## src/design/mtrr_pkg.sv

```systemverilog
// Shared types and constants for the MTRR memory type resolver.
package mtrr_pkg;

    // Table sizes and address width.
    localparam int VAR_ENTRIES = 8;
    localparam int PHYS_BITS   = 52;
    localparam int FIXED_WORDS = 11;
    localparam int ADDR_W      = 52;
    localparam int WORD_W      = 64;
    localparam int SLOT_W      = 4;
    localparam int TYPE_W      = 8;
    localparam int FIX_IDX_W   = $clog2(FIXED_WORDS);

    // Address bits that take part in a variable-range compare.
    localparam logic [63:0] PHYS_ONES = (64'd1 << PHYS_BITS) - 64'd1;
    localparam logic [ADDR_W-1:0] PFN_MASK = PHYS_ONES[ADDR_W-1:0] & ~ADDR_W'(12'hFFF);

    // Bit of a variable mask word that marks the entry valid.
    localparam int MASK_VALID_BIT = 11;

    // Codes carried in the kind field.
    typedef enum logic [1:0] {
        KIND_LOOKUP = 2'd0,
        KIND_FIXED  = 2'd1,
        KIND_BASE   = 2'd2,
        KIND_MASK   = 2'd3
    } kind_t;

    // Configuration register indexes.
    typedef enum logic [1:0] {
        REG_FIXED_ENABLE   = 2'd0,
        REG_VARIABLE_COUNT = 2'd1,
        REG_DEFAULT_TYPE   = 2'd2
    } cfg_reg_t;

    // One word travelling down the row of cells.
    typedef struct packed {
        logic              valid;
        kind_t             kind;
        logic [SLOT_W-1:0] slot;
        logic [WORD_W-1:0] word;
        logic [ADDR_W-1:0] address;
        logic              hit;
        logic [TYPE_W-1:0] mem_type;
    } token_t;

endpackage

```

## src/design/mtrr_memory_type_resolver.sv

```systemverilog
// Top level of the MTRR memory type resolver: configuration port and row of cells.
//
// Use: every word on the item channel (item_valid, item_stall) is a lookup or a
// table write, chosen by kind. A write loads a fixed-range word or a variable
// base or mask and gives no result. A lookup gives one word on the result
// channel (result_valid, result_stall) carrying mem_type.
// Items pass down a row of VAR_ENTRIES cells (8 with the present table), each
// registering the word, and a lookup comes out of the register of the last cell.
// A new word is taken in every cycle that the row is not stalled; the throughput
// of one word per cycle is set by the row advancing as a whole. Writes to
// variable entries travel down the row with the lookups, so every lookup sees
// exactly the writes that were accepted before it.
// When the receiver stalls a waiting result, the whole row holds and item_stall
// is raised in the same cycle; nothing is lost or repeated.
// Reset clears all tables and configuration registers and empties the row.
// fixed_enable, variable_count and default_type are written over APB at byte
// addresses 0, 4 and 8, by the user only with no lookup in the row; unenforced.
module mtrr_memory_type_resolver (
    input  logic                        clk,
    input  logic                        rst_n,
    input  logic                        item_valid,
    output logic                        item_stall,
    input  logic [1:0]                  kind,
    input  logic [mtrr_pkg::SLOT_W-1:0] slot,
    input  logic [mtrr_pkg::WORD_W-1:0] word,
    input  logic [mtrr_pkg::ADDR_W-1:0] address,
    output logic                        result_valid,
    input  logic                        result_stall,
    output logic [mtrr_pkg::TYPE_W-1:0] mem_type,
    input  logic                        psel,
    input  logic                        penable,
    input  logic                        pwrite,
    input  logic [3:0]                  paddr,
    input  logic [31:0]                 pwdata,
    output logic [31:0]                 prdata,
    output logic                        pready
);
    import mtrr_pkg::*;

    logic              fixed_enable_reg;
    logic [3:0]        variable_count_reg;
    logic [TYPE_W-1:0] default_type_reg;
    logic              cfg_write;
    cfg_reg_t          cfg_sel;
    logic              advance;
    logic              accept;
    token_t            entry_token;
    token_t            chain [VAR_ENTRIES];
    token_t            last_token;

    // Configuration port: no wait states.
    assign pready    = 1'b1;
    assign cfg_write = psel && penable && pwrite && pready;
    assign cfg_sel   = cfg_reg_t'(paddr[3:2]);

    always_ff @(posedge clk or negedge rst_n)
    begin
        if (!rst_n)
        begin
            fixed_enable_reg   <= 1'b0;
            variable_count_reg <= '0;
            default_type_reg   <= '0;
        end
        else if (cfg_write)
        begin
            unique case (cfg_sel)
                REG_FIXED_ENABLE:   fixed_enable_reg   <= pwdata[0];
                REG_VARIABLE_COUNT: variable_count_reg <= pwdata[3:0];
                REG_DEFAULT_TYPE:   default_type_reg   <= pwdata[TYPE_W-1:0];
                default:            ;
            endcase
        end
    end

    // Register read-back.
    always_comb
    begin
        unique case (cfg_sel)
            REG_FIXED_ENABLE:   prdata = {31'd0, fixed_enable_reg};
            REG_VARIABLE_COUNT: prdata = {28'd0, variable_count_reg};
            REG_DEFAULT_TYPE:   prdata = {24'd0, default_type_reg};
            default:            prdata = '0;
        endcase
    end

    // The row moves as one unless a finished result is held by the receiver.
    assign item_stall = result_valid && result_stall;
    assign advance    = !item_stall;
    assign accept     = item_valid && advance;

    mtrr_fixed u_fixed (
        .clk          (clk),
        .rst_n        (rst_n),
        .accept       (accept),
        .fixed_enable (fixed_enable_reg),
        .default_type (default_type_reg),
        .kind         (kind),
        .slot         (slot),
        .word         (word),
        .address      (address),
        .valid        (item_valid),
        .token        (entry_token)
    );

    // Row of variable-range cells.
    for (genvar i = 0; i < VAR_ENTRIES; i++)
    begin : g_cell
        if (i == 0)
        begin : g_first
            mtrr_cell u_cell (
                .clk            (clk),
                .rst_n          (rst_n),
                .advance        (advance),
                .cell_index     (SLOT_W'(i)),
                .variable_count (variable_count_reg),
                .token_in       (entry_token),
                .token_out      (chain[i])
            );
        end
        else
        begin : g_next
            mtrr_cell u_cell (
                .clk            (clk),
                .rst_n          (rst_n),
                .advance        (advance),
                .cell_index     (SLOT_W'(i)),
                .variable_count (variable_count_reg),
                .token_in       (chain[i-1]),
                .token_out      (chain[i])
            );
        end
    end

    // Result: lookups only; an unsettled lookup takes the default type.
    assign last_token   = chain[VAR_ENTRIES-1];
    assign result_valid = last_token.valid && (last_token.kind == KIND_LOOKUP);
    assign mem_type     = last_token.hit ? last_token.mem_type : default_type_reg;

    // An accepted word always enters the first cell.
    a_entry: assert property (@(posedge clk) disable iff (!rst_n)
        accept |=> chain[0].valid)
        else $error("accepted word did not enter the row");

    // A write word never shows up as a result.
    a_no_write_result: assert property (@(posedge clk) disable iff (!rst_n)
        (last_token.valid && last_token.kind != KIND_LOOKUP) |-> !result_valid)
        else $error("write word produced a result");

    // With no variable entries searched, a lookup at or above 1 MiB is unmatched.
    a_no_search: assert property (@(posedge clk) disable iff (!rst_n)
        (result_valid && variable_count_reg == '0
         && last_token.address[ADDR_W-1:20] != '0) |-> !last_token.hit)
        else $error("variable match with no entries searched");

    // A held result keeps its type while the configuration is quiet.
    a_hold: assert property (@(posedge clk) disable iff (!rst_n)
        (item_stall && !cfg_write) |=> $stable(mem_type))
        else $error("held result changed");

endmodule

```

## src/design/mtrr_fixed.sv

```systemverilog
// Front stage: fixed-range table, fixed lookups and building of the entry token.
module mtrr_fixed (
    input  logic                        clk,
    input  logic                        rst_n,
    input  logic                        accept,
    input  logic                        fixed_enable,
    input  logic [mtrr_pkg::TYPE_W-1:0] default_type,
    input  logic [1:0]                  kind,
    input  logic [mtrr_pkg::SLOT_W-1:0] slot,
    input  logic [mtrr_pkg::WORD_W-1:0] word,
    input  logic [mtrr_pkg::ADDR_W-1:0] address,
    input  logic                        valid,
    output mtrr_pkg::token_t            token
);
    import mtrr_pkg::*;

    logic [WORD_W-1:0]    fixed_words_reg [FIXED_WORDS];
    logic [FIX_IDX_W-1:0] word_sel;
    logic [2:0]           byte_sel;
    logic [WORD_W-1:0]    sel_word;
    logic                 low_region;
    kind_t                kind_code;

    assign kind_code = kind_t'(kind);

    // Fixed-range words are loaded when a fixed write word is accepted.
    always_ff @(posedge clk or negedge rst_n)
    begin
        if (!rst_n)
        begin
            for (int i = 0; i < FIXED_WORDS; i++)
            begin
                fixed_words_reg[i] <= '0;
            end
        end
        else if (accept && kind_code == KIND_FIXED && slot < SLOT_W'(FIXED_WORDS))
        begin
            fixed_words_reg[slot[FIX_IDX_W-1:0]] <= word;
        end
    end

    // Granule decode: 64 KiB below 0x80000, 16 KiB below 0xC0000, 4 KiB above.
    always_comb
    begin
        if (!address[19])
        begin
            word_sel = FIX_IDX_W'(0);
            byte_sel = address[18:16];
        end
        else if (!address[18])
        begin
            word_sel = FIX_IDX_W'(1) + FIX_IDX_W'(address[17]);
            byte_sel = address[16:14];
        end
        else
        begin
            word_sel = FIX_IDX_W'(3) + FIX_IDX_W'(address[17:15]);
            byte_sel = address[14:12];
        end
    end

    assign sel_word   = fixed_words_reg[word_sel];
    assign low_region = (address[ADDR_W-1:20] == '0);

    // Below 1 MiB the lookup is settled here, so no variable entry can claim
    // it; with the fixed ranges off it takes the default type straight away.
    always_comb
    begin
        token.valid    = valid;
        token.kind     = kind_code;
        token.slot     = slot;
        token.word     = word;
        token.address  = address;
        token.hit      = low_region;
        token.mem_type = sel_word[{byte_sel, 3'b000} +: TYPE_W];
        if (low_region && !fixed_enable)
        begin
            token.mem_type = default_type;
        end
    end

endmodule

```

## src/design/mtrr_cell.sv

```systemverilog
// One variable-range cell: holds a base/mask pair and checks passing lookups.
module mtrr_cell (
    input  logic                        clk,
    input  logic                        rst_n,
    input  logic                        advance,
    input  logic [mtrr_pkg::SLOT_W-1:0] cell_index,
    input  logic [3:0]                  variable_count,
    input  mtrr_pkg::token_t            token_in,
    output mtrr_pkg::token_t            token_out
);
    import mtrr_pkg::*;

    logic [WORD_W-1:0] base_reg;
    logic [WORD_W-1:0] mask_reg;
    logic              valid_reg;
    token_t            token_reg;
    token_t            token_next;
    logic              active;
    logic              entry_valid;
    logic              match;
    logic              is_lookup;

    assign active      = (cell_index < variable_count);
    assign entry_valid = mask_reg[MASK_VALID_BIT];
    assign match       = (((token_in.address ^ base_reg[ADDR_W-1:0])
                           & mask_reg[ADDR_W-1:0] & PFN_MASK) == '0);
    assign is_lookup   = (token_in.kind == KIND_LOOKUP);

    // A write word for this entry updates the pair as it passes.
    always_ff @(posedge clk or negedge rst_n)
    begin
        if (!rst_n)
        begin
            base_reg <= '0;
            mask_reg <= '0;
        end
        else if (advance && token_in.valid && token_in.slot == cell_index)
        begin
            if (token_in.kind == KIND_BASE)
            begin
                base_reg <= token_in.word;
            end
            else if (token_in.kind == KIND_MASK)
            begin
                mask_reg <= token_in.word;
            end
        end
    end

    // First matching entry wins: a lookup already settled passes unchanged.
    always_comb
    begin
        token_next = token_in;
        if (is_lookup && !token_in.hit && active && entry_valid && match)
        begin
            token_next.hit      = 1'b1;
            token_next.mem_type = base_reg[TYPE_W-1:0];
        end
    end

    always_ff @(posedge clk or negedge rst_n)
    begin
        if (!rst_n)
        begin
            valid_reg <= 1'b0;
        end
        else if (advance)
        begin
            valid_reg <= token_in.valid;
        end
    end

    always_ff @(posedge clk)
    begin
        if (advance)
        begin
            token_reg <= token_next;
        end
    end

    always_comb
    begin
        token_out       = token_reg;
        token_out.valid = valid_reg;
    end

endmodule

```

## config.mk

```make
export PLATFORM = sky130hd
export DESIGN_NAME = mtrr_memory_type_resolver
export DESIGN_NICKNAME = d
export VERILOG_FILES = /design/src/design/mtrr_pkg.sv /design/src/design/mtrr_memory_type_resolver.sv /design/src/design/mtrr_fixed.sv /design/src/design/mtrr_cell.sv
export SDC_FILE = /design/constraint.sdc
export NUM_CORES = 2
export LEC_CHECK = 0
export ABC_CLOCK_PERIOD_IN_PS = 36400
export BUFFER_PORTS_ARGS = -buffer_cell sky130_fd_sc_hd__buf_2
export CAP_MARGIN = 20
export CORE_AREA = 2 2 423 425
export CTS_CLUSTER_SIZE = 10
export DETAILED_ROUTE_END_ITERATION = 10
export DIE_AREA = 0 0 425 427
export PLACE_DENSITY = 0.66
export SLEW_MARGIN = 20
export SYNTH_ARGS = -nofsm -noshare
export SYNTH_HDL_FRONTEND = slang
export SYNTH_SLANG_ARGS = --single-unit
```

## constraint.sdc

```tcl
create_clock -name clk -period 36.4 [get_ports clk]
set_input_delay 5.46 -clock clk [delete_from_list [all_inputs] [get_ports clk]]
set_output_delay 5.46 -clock clk [all_outputs]
set_load 0.02 [all_outputs]
```

==> reports/metrics.cfg <==
[outcome]
outcome=complete, no violations

[global_route]
grt.overflow.total=0
grt_max_degree=186
grt_antenna_before_repair=12
track_usage_pct=24.45
first_global_vias=49140
grt_pass1_wl_um=328400

[drt]
viasPerCell=5.777
wire_per_inst_um=26.43
ant_nets=0
vias=47930
drt-initial-drc-count=3462
first_pass_iters=5
drc=0
wl_um=219300

[timing]
clock.fmax_mhz=83.99
setup_slack_ns=24.49
hold_viol_final=0
finalCriticalPeriod_ns=11.91
post-route-period-util_pct=32.71
tightestPinTransition_ns=1.149
tns_ns=0
setup_viol=0
skew_ns=0.05327
rsz0062_at_grt=false
slew_headroom_pct=22.79
drv_slew=0

[clock_network]
cts_resized=0
clk_pin_slew_ns=0.06
insertion_delay_ns=0.88
cts-root-buf=clkbuf_16
ctsHtreeMaxLevel=4
cts_buffers=239
cts_hold_buf=0
cts.sinks=2176
postCtsSetupBuffers=0
cts_tree=built
clk_path_buf_depth=3

[setup_path]
crit_required_ns=30.94
r2r_end=g_cell[1].g_next.u_cell.token_out[6]
r2r_setup_slack_ns=32.40
r2r.worst_path.cells=8
crit_path_end_kind=output port
critPathKind=in2out
start_kind=input port
cp_max_fo=51
r2r_start=g_cell[0].g_first.u_cell.token_out[129]
arrival_ns=6.45

[synth]
async_reset_ff_share_pct=66.04
synthSimpleGateAreaFrac_pct=2.884
synth_compound_area_share_pct=4.853
synth_warnings=0
synth-edff-count=739
synth.area.mux_share_pct=20.93
synth_ff_type=dfrtp_1
syn_area_um2=87860
syn_area_per_cell_um2=15.60
synth-adder-area-share_pct=0.01424
postSynthCellCount=5633
synth.distinct_cells=69
yosys.area_share.xor_xnor_pct=3.200
yosysSeqAreaShare_pct=66.19
synth_top_family_by_area=multiplexers
synth_seq_cells=2176

[placement]
place_area_um2=90870
pre_cts_slack_ns=24.48
dpl.hpwl_um=144900
gp_congestion=0.8278
port_buffers=144

[cells_and_area]
post_route_cells_drive_above_1_share_pct=34.74
fin_area_um2=97850
final_cell_mix=mux2_2, dfrtp_1, edfxtp_1, xor2_1, nand2_1
post-route-util_pct=55.20
area.growth.synth_to_final_pct=11.37
final_nets=5934
largest_register_ffs=704
mostFrequentLayoutCell=mux2_2

[die]
fp.dieW_um=425
coreArea_um2=177300
dieArea_um2=181500
die_y_um=427
pin_count=208
start_util_pct=49.57
rows=155

[min_path]
holdCritStartpoint=g_cell[1].g_next.u_cell.token_out[125]
min_path_cells=0
hold_path_class=reg2reg
holdPathEnd=g_cell[2].g_next.u_cell.token_out[125]

[pwr]
max-vdd-ir-drop_mv=0.05425
power_density_nw_per_um2=72.42
p_leak_nw=43.88

[job]
cap_violations=0

==> cells in the mapped netlist (9+ instances only) <==
cell      count  share of area (%)
nand3_1      38               0.22
o22ai_1      31               0.22
nor2_1       50               0.21
and2_1       11              0.078
xor2_1      321                3.2
a31oi_1      22               0.16
edfxtp_1    739                 25
buf_4        44               0.38
o21ai_0      35               0.20
nor4_1       26               0.19
a221oi_1     73               0.73
nand4_1      36               0.26
buf_6         9               0.12
nor3_1       26               0.15
clkbuf_1    189               0.81
mux4_2       21               0.54
nand2b_1     12              0.085
dfrtp_1    1437                 41
nand2_1     262                1.1
mux2_2     1502                 19
a22o_1       23               0.23
a22oi_1     138                1.2
buf_2        62               0.35
and3_1       32               0.23
o211ai_1     14               0.12
mux2i_1      87               0.99
buf_1        51               0.22
a211oi_1     57               0.49
a21o_1        9              0.077
a21oi_1     155               0.88
==> final cells by class <==
cell class                 instances  area (µm²)
antenna                            6       15.01
clock buffer                     393        6664
clock inverter                    16       266.5
fill                           14240       79410
inverter                           8       30.03
multi-input combinational       3115       28350
sequential                      2176       58150
tap                             2355        2947
timing repair buffer             228        1433
==> cells by family after synthesis <==
| kind of cell | count (synthesis) |
|---|---|
| simple gates | 533 |
| fa+ha+maj | 1 |
| flops | 2176 |
| mux | 1620 |
| compound gates | 615 |
| other cells | 2 |
| xor+xnor | 321 |
| buf+inv | 365 |
==> report_power, final <==
group          total (mW)  internal (mW)  switching [mW]
clock                2.17           1.24           0.936
combinational        1.07          0.537           0.528
sequential           3.85           3.36           0.487
total                7.09           5.14            1.95
==> metal layers <==
metal | global-route usage, % | up-vias | part of all wire [%] | wire length, µm
met4 | 10.31 | 2 | 4.4 | 9710
met5 | 0 | - | 0.0055 | 12
met3 | 3.262 | 432 | 3.9 | 8528
met2 | 41.53 | 1074 | 50 | 109900
li1 | - | 21060 | - | -
met1 | 31.66 | 25370 | 42 | 91130
==> stage by stage <==
step | cells | hold WS, ns | total power, mW
after floorplan | 5656 | 0.4166 | 4.488
after global placement | 7881 | 0.4255 | 4.913
after detailed placement | 7881 | 0.4255 | 4.973
after CTS | 8290 | 0.4130 | 7.154
after global routing | 8293 | 0.4459 | 7.423
final | 8297 | 0.4183 | 7.086
==> how the worst max path moves through the flow <==
stage	depth (start not counted)	from	slack, ns	to
3_5_place_dp	4	result_stall	24.48	item_stall
5_1_grt	4	result_stall	24.42	item_stall
3_3_place_gp	4	result_stall	24.48	item_stall
4_1_cts	4	result_stall	24.48	item_stall
2_1_floorplan	7	result_stall	20.00	g_cell[1].g_next.u_cell.base_reg[31]
6_report	4	result_stall	24.49	item_stall
==> critical path, stage by stage <==
cell	delay, ns
buf_2	0.11
nand2_4	0.48
inv_1	0.18
buf_2	0.21
(Power assumes the default switching activity.)
